===== config.mk =====
export PLATFORM = sky130hd
export DESIGN_NAME = refcounted_slot_map_allocator_unit
export DESIGN_NICKNAME = d
export VERILOG_FILES = /design/src/rtl/core/rsma_pkg.sv /design/src/rtl/core/rsma_map_mem.sv /design/src/rtl/core/rsma_slot_mem.sv /design/src/rtl/core/refcounted_slot_map_allocator_unit.sv
export SDC_FILE = /design/constraint.sdc
export NUM_CORES = 2
export LEC_CHECK = 0
export ABC_AREA = 1
export ABC_CLOCK_PERIOD_IN_PS = 6300
export BUFFER_PORTS_ARGS = -buffer_cell sky130_fd_sc_hd__buf_2
export CAP_MARGIN = 0
export CORE_AREA = 4 4 565 567
export CTS_BUF_LIST = sky130_fd_sc_hd__clkbuf_4 sky130_fd_sc_hd__clkbuf_8
export CTS_CLUSTER_SIZE = 24
export DETAILED_ROUTE_END_ITERATION = 8
export DIE_AREA = 0 0 569 571
export SYNTH_ARGS = -nofsm -noshare
export SYNTH_HDL_FRONTEND = slang
export SYNTH_SLANG_ARGS = --single-unit
export TNS_END_PERCENT = 20

===== constraint.sdc =====
create_clock -name clk_i -period 6.3 [get_ports clk_i]
set_clock_uncertainty 0.1 [all_clocks]
set_input_delay 0.315 -clock clk_i [delete_from_list [all_inputs] [get_ports clk_i]]
set_output_delay 0.315 -clock clk_i [all_outputs]
set_load 0.05 [all_outputs]

===== src/rtl/core/rsma_pkg.sv =====
// shared types, constants and op codes of the slot map allocator
// no dependencies
package rsma_pkg;
  localparam int unsigned Tokens    = 8;
  localparam int unsigned Branches  = 16;
  localparam int unsigned Slots     = 64;
  localparam int unsigned TokW      = $clog2(Tokens);
  localparam int unsigned BrW       = $clog2(Branches);
  localparam int unsigned SlotW     = $clog2(Slots);
  localparam int unsigned EntW      = TokW + BrW;
  localparam int unsigned TopW      = SlotW + 1;
  localparam int unsigned CntW      = 4;
  localparam logic [CntW-1:0] CntMax = '1;

  localparam logic [3:0] FN_CLAIM    = 4'd0;
  localparam logic [3:0] FN_CLEAR    = 4'd1;
  localparam logic [3:0] FN_COPY     = 4'd2;
  localparam logic [3:0] FN_RELEASE  = 4'd3;
  localparam logic [3:0] FN_ALLOC    = 4'd4;
  localparam logic [3:0] FN_VALIDATE = 4'd5;
  localparam logic [3:0] FN_INVAL    = 4'd6;
  localparam logic [3:0] FN_INVALALL = 4'd7;
  localparam logic [3:0] FN_QUERY    = 4'd8;

  localparam logic [1:0] ST_OK       = 2'd0;
  localparam logic [1:0] ST_NO_TOKEN = 2'd1;
  localparam logic [1:0] ST_NO_SLOT  = 2'd2;
  localparam logic [1:0] ST_NO_ALLOC = 2'd3;

  // map entry: used flag and slot
  typedef struct packed {
    logic             used;
    logic [SlotW-1:0] slot;
  } map_ent_t;

  // slot record: use count and up-to-date mark
  typedef struct packed {
    logic [CntW-1:0] cnt;
    logic            fresh;
  } slot_rec_t;
endpackage


===== src/rtl/core/rsma_map_mem.sv =====
// branch map store, one entry per token and branch, with per-entry valid bits
// depends on rsma_pkg
module rsma_map_mem (
  input  logic                  clk_i,
  input  logic                  rst_ni,
  input  logic [rsma_pkg::EntW-1:0] raddr_i,
  output rsma_pkg::map_ent_t    rdata_o,
  input  logic                  we_i,
  input  logic [rsma_pkg::EntW-1:0] waddr_i,
  input  rsma_pkg::map_ent_t    wdata_i
);
  import rsma_pkg::*;
  localparam int unsigned Depth = Tokens * Branches;

  logic [SlotW-1:0] mem [Depth];
  logic [Depth-1:0] used_q;
  logic [SlotW-1:0] rslot_q;
  logic             rused_q;

  always_ff @(posedge clk_i) begin
    if (we_i) mem[waddr_i] <= wdata_i.slot;
    rslot_q <= mem[raddr_i];
  end

  always_ff @(posedge clk_i or negedge rst_ni) begin
    if (!rst_ni) begin
      used_q  <= '0;
      rused_q <= 1'b0;
    end else begin
      if (we_i) used_q[waddr_i] <= wdata_i.used;
      rused_q <= used_q[raddr_i];
    end
  end

  assign rdata_o.used = rused_q;
  assign rdata_o.slot = rused_q ? rslot_q : '0;
endmodule


===== src/rtl/core/rsma_slot_mem.sv =====
// slot records and free stack; records carry valid bits so reset reads zero
// depends on rsma_pkg
module rsma_slot_mem (
  input  logic                   clk_i,
  input  logic                   rst_ni,
  input  logic [rsma_pkg::SlotW-1:0] raddr_i,
  output rsma_pkg::slot_rec_t    rdata_o,
  input  logic                   we_i,
  input  logic [rsma_pkg::SlotW-1:0] waddr_i,
  input  rsma_pkg::slot_rec_t    wdata_i,
  input  logic [rsma_pkg::SlotW-1:0] fs_raddr_i,
  output logic [rsma_pkg::SlotW-1:0] fs_rdata_o,
  input  logic                   fs_we_i,
  input  logic [rsma_pkg::SlotW-1:0] fs_waddr_i,
  input  logic [rsma_pkg::SlotW-1:0] fs_wdata_i
);
  import rsma_pkg::*;

  slot_rec_t        rec_mem [Slots];
  logic [Slots-1:0] rec_vld_q;
  slot_rec_t        rrec_q;
  logic             rvld_q;
  logic [SlotW-1:0] fs_mem [Slots];
  logic [Slots-1:0] fs_vld_q;
  logic [SlotW-1:0] fs_q;
  logic             fs_vld_rd_q;
  logic [SlotW-1:0] fs_addr_q;

  always_ff @(posedge clk_i) begin
    if (we_i) rec_mem[waddr_i] <= wdata_i;
    rrec_q <= rec_mem[raddr_i];
    if (fs_we_i) fs_mem[fs_waddr_i] <= fs_wdata_i;
    fs_q      <= fs_mem[fs_raddr_i];
    fs_addr_q <= fs_raddr_i;
  end

  always_ff @(posedge clk_i or negedge rst_ni) begin
    if (!rst_ni) begin
      rec_vld_q   <= '0;
      rvld_q      <= 1'b0;
      fs_vld_q    <= '0;
      fs_vld_rd_q <= 1'b0;
    end else begin
      if (we_i) rec_vld_q[waddr_i] <= 1'b1;
      rvld_q <= rec_vld_q[raddr_i];
      if (fs_we_i) fs_vld_q[fs_waddr_i] <= 1'b1;
      fs_vld_rd_q <= fs_vld_q[fs_raddr_i];
    end
  end

  assign rdata_o    = rvld_q ? rrec_q : '0;
  // unwritten stack entry i holds slot i
  assign fs_rdata_o = fs_vld_rd_q ? fs_q : fs_addr_q;
endmodule


===== src/rtl/core/refcounted_slot_map_allocator_unit.sv =====
// Slot map allocator: one item in, one result item out. Each item is run by a
// sequencer over the map memory and the slot memory, both with registered reads.
// Single-entry ops (allocate, validate, invalidate, query, unknown) act on one
// map entry; clear, copy, release and invalidate all walk the token's 16 map
// entries one by one, bounded by the single read port of each memory. No item
// is taken while one is in work or its result waits. Depends on rsma_pkg,
// rsma_map_mem and rsma_slot_mem.
module refcounted_slot_map_allocator_unit (
  input  logic        clk_i,
  input  logic        rst_ni,
  input  logic        s_axis_tvalid,
  output logic        s_axis_tready,
  input  logic [15:0] s_axis_tdata,   // func[3:0], token[6:4], src_token[9:7], branch[13:10]
  output logic        m_axis_tvalid,
  input  logic        m_axis_tready,
  output logic [15:0] m_axis_tdata    // token_index[2:0], slot[8:3], allocated[9],
                                      // slot_fresh[10], status[12:11]
);
  import rsma_pkg::*;

  localparam logic [3:0] S_IDLE  = 4'd0;
  localparam logic [3:0] S_RDMAP = 4'd1; // map read issued
  localparam logic [3:0] S_MAP   = 4'd2; // map data back, act
  localparam logic [3:0] S_SLOT  = 4'd3; // slot record back, modify
  localparam logic [3:0] S_FS    = 4'd4; // free stack data back (allocate)
  localparam logic [3:0] S_NEXT  = 4'd5; // next branch of a walk
  localparam logic [3:0] S_FIN   = 4'd6; // read final entry
  localparam logic [3:0] S_FIN2  = 4'd7;
  localparam logic [3:0] S_FIN3  = 4'd8; // slot record of final entry back
  localparam logic [3:0] S_OUT   = 4'd9;

  logic [3:0]       state_q, state_d;
  logic [3:0]       func_q;
  logic [TokW-1:0]  tok_q, src_q, rtok_q;
  logic [BrW-1:0]   br_q, wb_q;
  logic [1:0]       status_q;
  logic [TopW-1:0]  top_q;
  logic [Tokens-1:0] act_q;
  map_ent_t         ent_q, old_q;
  logic [SlotW-1:0] oslot_q;
  logic             oalloc_q, ofresh_q;

  logic [EntW-1:0]  m_raddr, m_waddr;
  map_ent_t         m_rdata, m_wdata;
  logic             m_we;
  logic [SlotW-1:0] s_raddr, s_waddr, fs_raddr, fs_waddr, fs_wdata, fs_rdata;
  slot_rec_t        s_rdata, s_wdata;
  logic             s_we, fs_we;

  rsma_map_mem u_map (
    .clk_i, .rst_ni, .raddr_i(m_raddr), .rdata_o(m_rdata),
    .we_i(m_we), .waddr_i(m_waddr), .wdata_i(m_wdata)
  );
  rsma_slot_mem u_slot (
    .clk_i, .rst_ni, .raddr_i(s_raddr), .rdata_o(s_rdata),
    .we_i(s_we), .waddr_i(s_waddr), .wdata_i(s_wdata),
    .fs_raddr_i(fs_raddr), .fs_rdata_o(fs_rdata),
    .fs_we_i(fs_we), .fs_waddr_i(fs_waddr), .fs_wdata_i(fs_wdata)
  );

  logic walk;
  assign walk = (func_q == FN_CLEAR) || (func_q == FN_COPY) ||
                (func_q == FN_RELEASE) || (func_q == FN_INVALALL);

  // lowest inactive token
  logic             tok_free;
  logic [TokW-1:0]  tok_first;
  always_comb begin
    tok_free  = 1'b0;
    tok_first = '0;
    for (int i = Tokens - 1; i >= 0; i--) begin
      if (!act_q[i]) begin
        tok_free  = 1'b1;
        tok_first = TokW'(i);
      end
    end
  end

  logic [BrW-1:0]  cur_br;
  logic [TokW-1:0] rd_tok;
  assign cur_br = walk ? wb_q : br_q;
  // copy reads the source map, everything else its own token
  assign rd_tok = (func_q == FN_COPY) ? src_q : tok_q;

  always_comb begin
    state_d  = state_q;
    m_raddr  = {rd_tok, cur_br};
    m_we     = 1'b0;
    m_waddr  = {tok_q, cur_br};
    m_wdata  = '0;
    s_raddr  = m_rdata.slot;
    s_we     = 1'b0;
    s_waddr  = ent_q.slot;
    s_wdata  = s_rdata;
    fs_raddr = top_q[SlotW-1:0] - SlotW'(1);
    fs_we    = 1'b0;
    fs_waddr = top_q[SlotW-1:0];
    fs_wdata = ent_q.slot;
    case (state_q)
      S_IDLE:  if (s_axis_tvalid) state_d = S_RDMAP;
      S_RDMAP: begin
        if (func_q == FN_CLAIM) state_d = S_FIN;
        else if (func_q == FN_CLEAR) begin
          m_we    = 1'b1;
          state_d = S_NEXT;
        end else state_d = S_MAP;
      end
      S_MAP: begin
        // m_rdata valid; slot read issued at its slot
        case (func_q)
          FN_ALLOC: state_d = m_rdata.used ? S_FIN : S_FS;
          FN_VALIDATE, FN_INVAL, FN_COPY, FN_RELEASE, FN_INVALALL:
            state_d = m_rdata.used ? S_SLOT : (walk ? S_NEXT : S_FIN);
          default: state_d = S_FIN;
        endcase
        if ((func_q == FN_COPY) || ((func_q != FN_VALIDATE) && m_rdata.used
            && (func_q != FN_QUERY) && (func_q != FN_ALLOC) && (func_q <= FN_QUERY))
            || ((func_q == FN_RELEASE || func_q == FN_INVALALL) && !m_rdata.used)) begin
          m_we    = 1'b1;
          m_wdata = (func_q == FN_COPY) ? m_rdata : '0;
        end
        if (func_q == FN_COPY && !m_rdata.used) state_d = S_NEXT;
      end
      S_SLOT: begin
        s_we = 1'b1;
        if (func_q == FN_VALIDATE) s_wdata.fresh = 1'b1;
        else if (func_q == FN_COPY) begin
          if (s_rdata.cnt != CntMax) s_wdata.cnt = s_rdata.cnt + CntW'(1);
        end else begin
          if (s_rdata.cnt != '0) begin
            s_wdata.cnt = s_rdata.cnt - CntW'(1);
            if ((s_rdata.cnt == CntW'(1)) && (top_q != TopW'(Slots))) fs_we = 1'b1;
          end
        end
        state_d = walk ? S_NEXT : S_FIN;
      end
      S_FS: begin
        if (top_q == '0) state_d = S_FIN;
        else begin
          m_we           = 1'b1;
          m_wdata.used   = 1'b1;
          m_wdata.slot   = fs_rdata;
          s_we           = 1'b1;
          s_waddr        = fs_rdata;
          s_wdata.cnt    = CntW'(1);
          s_wdata.fresh  = 1'b0;
          state_d        = S_FIN;
        end
      end
      S_NEXT: begin
        if (wb_q == BrW'(Branches - 1)) state_d = S_FIN;
        else state_d = S_RDMAP;
      end
      S_FIN: begin
        m_raddr = {tok_q, br_q};
        state_d = S_FIN2;
      end
      S_FIN2:  state_d = S_FIN3;
      S_FIN3:  state_d = S_OUT;
      S_OUT:   if (m_axis_tready) state_d = S_IDLE;
      default: state_d = S_IDLE;
    endcase
  end

  always_ff @(posedge clk_i or negedge rst_ni) begin
    if (!rst_ni) begin
      state_q  <= S_IDLE;
      top_q    <= TopW'(Slots);
      act_q    <= '0;
      wb_q     <= '0;
      status_q <= ST_OK;
    end else begin
      state_q <= state_d;
      case (state_q)
        S_IDLE: begin
          wb_q     <= '0;
          status_q <= ST_OK;
        end
        S_RDMAP: begin
          if (func_q == FN_CLAIM) begin
            if (tok_free) act_q[tok_first] <= 1'b1;
            else status_q <= ST_NO_TOKEN;
          end
        end
        S_MAP: begin
          if ((func_q == FN_VALIDATE || func_q == FN_QUERY) && !m_rdata.used)
            status_q <= ST_NO_ALLOC;
        end
        S_SLOT: if (fs_we) top_q <= top_q + TopW'(1);
        S_FS: begin
          if (top_q == '0) status_q <= ST_NO_SLOT;
          else top_q <= top_q - TopW'(1);
        end
        S_NEXT: begin
          wb_q <= wb_q + BrW'(1);
          if (wb_q == BrW'(Branches - 1) && func_q == FN_RELEASE) act_q[tok_q] <= 1'b0;
        end
        default: ;
      endcase
    end
  end

  always_ff @(posedge clk_i) begin
    if (state_q == S_IDLE && s_axis_tvalid) begin
      func_q <= s_axis_tdata[3:0];
      tok_q  <= s_axis_tdata[6:4];
      rtok_q <= s_axis_tdata[6:4];
      src_q  <= s_axis_tdata[9:7];
      br_q   <= s_axis_tdata[13:10];
    end
    if (state_q == S_RDMAP && func_q == FN_CLAIM && tok_free) begin
      tok_q  <= tok_first;
      rtok_q <= tok_first;
    end
    if (state_q == S_MAP) ent_q <= m_rdata;
    if (state_q == S_FIN2) old_q <= m_rdata;
    if (state_q == S_FIN3) begin
      oslot_q  <= old_q.slot;
      oalloc_q <= old_q.used;
      ofresh_q <= old_q.used & s_rdata.fresh;
    end
  end

  assign s_axis_tready = (state_q == S_IDLE);
  assign m_axis_tvalid = (state_q == S_OUT);
  assign m_axis_tdata  = {3'b000, status_q, ofresh_q, oalloc_q, oslot_q, rtok_q};
endmodule


==> impl_metrics.csv <==
group,metric,value,unit
outcome,status,"complete, no violations",
setup_path,timing.critical_path.mode_cell,"nand2_1",
clock_tree,clock_path_buffers,4,
worst_hold_path,holdCritPathClass,"in2reg",
synthesis,synth_area_per_cell,10.6,µm²
timing,fin_setup_tns,0,ns
cells_and_area,design_area,0.0894,mm²
timing,fin_ws,1.73,ns
cells_and_area,area_growth,14.4,%
die,core_area,0.314,mm²
die,start_util,24.9,%
synthesis,synth_ff_type,"edfxtp_1",
power_and_ir_drop,ir_worst_vdd,0.479,mV
cells_and_area,mostFrequentLayoutCell,"edfxtp_1",
timing,setup_viol,0,
clock_tree,path_clk_slew,0.06,ns
setup_path,max_stage_delay,0.88,ns
route,drc,0,
die,die_h,571,µm
die,ios,38,
power_and_ir_drop,powerDensity,448,mW/mm²
global_routing,grt_max_degree,229,
cells_and_area,filler_cell_count,32200,
global_routing,top_usage_layer,"met2",
synthesis,synth_area_leaders,"edfxtp_1 58%, dfrtp_1 9.1%, nand3_1 6.9%",
route,routed_via_density,4.55,
global_routing,antenna_found_initial,8,
placement,place_congestion,0.808,
cells_and_area,final_cells,11800,
synthesis,netlist_area,0.0781,mm²
global_routing,grt_pass1_vias,51500,
setup_path,worstPathMaxFanout,108,
clock_tree,cts.sinks,1814,
synthesis,synth_cells,7368,
synthesis,ys_seq_area_share,67.6,%
route,wirelength,211,mm
die,die_x,569,µm
die,die_area,0.325,mm²
clock_tree,root_buffer,"clkbuf_8",
placement,dp_hpwl,117,mm
global_routing,use_met2,20.1,%
setup_path,critical_path_required,7.13,ns
synthesis,synthArstFlopShare,15.7,%
synthesis,synth-edff-count,1507,
power_and_ir_drop,power_leakage,34.6,nW
cells_and_area,multi_input_area,0.0197,mm²
clock_tree,htreeDepth,5,
setup_path,crit_family,"simple AND/OR/NAND/NOR gates",
timing,rsz0062_at_grt,"false",
synthesis,yosysTopAreaCellShare,57.9,%
placement,dp.cells,11200,
global_routing,grt_use_met1,16.6,%
die,row_count,206,
synthesis,synth_cell_type_count,53,
synthesis,synth_area_leader_cell,"edfxtp_1",
clock_tree,cts_made_buffers,323,
setup_path,critPathBufInv,3,
clock_tree,insertion_delay,1.02,ns
route,vias,53800,
setup_path,critical_path.endpoint_type,"flop",
timing,post-route-period-util,72.6,%
setup_path,slowest_stage,"nand2_8",
timing,fin_crit,4.57,ns
clock_tree,cts_resized,0,
timing,maxSlewViolCount,0,
setup_path,worstSetupPathType,"reg2reg",
clock_tree,cts_tree,"done",
global_routing,met3_usage,2.31,%
route,ant_nets,0,
setup_path,cp_data_arrival_time,5.40,ns
route,first_iter_violations,4830,
setup_path,crit_path_cell_trace,"inv_2 > nor2_1 > nand2_1 > inv_1 > nand2_1 > nand2_8 > buf_4 > nand2_1 > nand3_1 > nand3_1 > nand3_1 > nand3_1 > nand3_1 > nand2_1 > nand2_1 > nand2_1",
placement,port_buffers,32,
route,wire_per_inst,17.8,µm
global_routing,track_usage,12.6,%
route,drtPass1Iterations,6,
synthesis,ys_ff_latch,1814,
run,drv_cap,0,
timing,max-slew-margin-rel,17.6,%
timing,worst_pin_slew,1.23,ns
cells_and_area,seqCellArea,0.0528,mm²
global_routing,grt_overflow,0,
synthesis,ys_warn_count,0,
timing,fmaxAchievable,0.219,GHz
cells_and_area,mostFrequentLayoutCells,"1,507 x edfxtp_1, 1,076 x nand3_1, 1,038 x nand2_1",
timing,hold_viol,0,
cells_and_area,drive_gt1_share,10.4,%
global_routing,grt_first_pass_wirelength,318,mm
cells_and_area,fin_nets,7440,
placement,placed_cell_area,0.0827,mm²
setup_path,crit_path_start_kind,"flop",
placement,dp_slack,1.77,ns
==> layer usage <==
layer / part of all wire (%) / vias to the layer above
met5: 0 / -
li1: - / 25200
met3: 6.7 / 385
met2: 47 / 1927
met1: 43 / 26200
met4: 3.4 / 0
==> power by group <==
| part | switching, mW | total, mW | internal [mW] |
|---|---|---|---|
| Sequential | 0.280 | 14.9 | 14.6 |
| Clock | 4.79 | 11.0 | 6.20 |
| Combinational | 10.5 | 14.1 | 3.61 |
==> worst reg2reg max path: cells and delay by family, from the launching register on <==
family / cells / cell delay, ns
simple gates: 13 / 3.13
buf+inv: 3 / 0.85
flops: 1 / 0.39
==> cells in the mapped netlist (all sizes together), types with 2 or more instances <==
cell / count
a21oi: 73
o21a: 3
o221ai: 112
nor3: 17
dfxtp: 23
nand3: 1083
a22o: 2
xor2: 5
or2: 74
o211ai: 77
mux2: 5
inv: 1033
dfrtp: 283
o22ai: 65
xnor2: 4
o21ai: 778
nand2: 1060
edfxtp: 1507
nand4: 2
a31oi: 2
nor2: 705
clkbuf: 216
ha: 10
buf: 216
==> per-stage QoR <==
step	total power [mW]	utilization [%]	hold WS, ns
3_3_place_gp	29.1	26.3	0.290
2_1_floorplan	24.2	-	-0.0806
5_1_grt	42.2	28.4	0.0450
4_1_cts	40.2	28.4	0.0202
3_5_place_dp	29.2	26.3	0.296
6_report	40.0	28.4	0.0860
==> sequential cells by signal, summed over array words and instances, names as in the netlist, 2 cells and up <==
name              flops
wb_q                  4
u_slot.fs_vld_q      64
old_q                 7
src_q                 3
rtok_q                3
top_q                 7
u_map.rslot_q         6
u_slot.fs_mem       384
u_slot.fs_addr_q      6
u_slot.fs_q           6
status_q              2
func_q                4
u_slot.rrec_q         5
u_map.mem           768
fs_wdata              6
state_q               4
u_slot.rec_vld_q     64
br_q                  4
u_slot.rec_mem      320
oslot_q               6
act_q                 8
u_map.used_q        128
==> what timing repair did <==
item	CTS	global route
hold endpoints to repair	188	0
hold buffers	23	0
setup buffers	0	0
==> cell type report <==
| type | count | area share, % |
|---|---|---|
| repair buffers | 146 | 1.48 |
| inverters | 1034 | 4.35 |
| multi-input cells | 4090 | 22.0 |
| flip-flops and latches | 1814 | 59.1 |
| diodes | 13 | 0.0364 |
| clock buffers | 485 | 6.54 |
| well taps | 4160 | 5.82 |
| clock inverters | 87 | 0.641 |
==> final timing paths <==
kind	from	end	slack [ns]	cells after the start
min reg2reg	old_q[2]	oslot_q[2]	0.32	0
max in group asynchronous	rst_ni	u_map.used_q[80]	4.52	4
min	s_axis_tdata[1]	func_q[1]	0.09	2
max reg2reg	state_q[1]	u_map.rslot_q[0]	1.73	16
min in group asynchronous	rst_ni	u_map.used_q[11]	0.40	3
max	state_q[1]	u_map.rslot_q[0]	1.73	16
==> cells by family (layout without fill, tap and decap cells) <==
group | after synthesis | after routing | share of synthesized area [%]
and+or+nand+nor | 2943 | 2943 | 16.4
xor gates and xnor gates | 9 | 9 | 0.101
buffers and inverters | 1466 | 1752 | 7.49
other | 1 | 16 | 0.00480
AOI/OAI and AO/OA | 1119 | 1119 | 8.15
DFF | 1814 | 1814 | 67.6
muxes | 5 | 5 | 0.0721
adders and majority gates | 11 | 11 | 0.186
(Power assumes the default switching activity.)
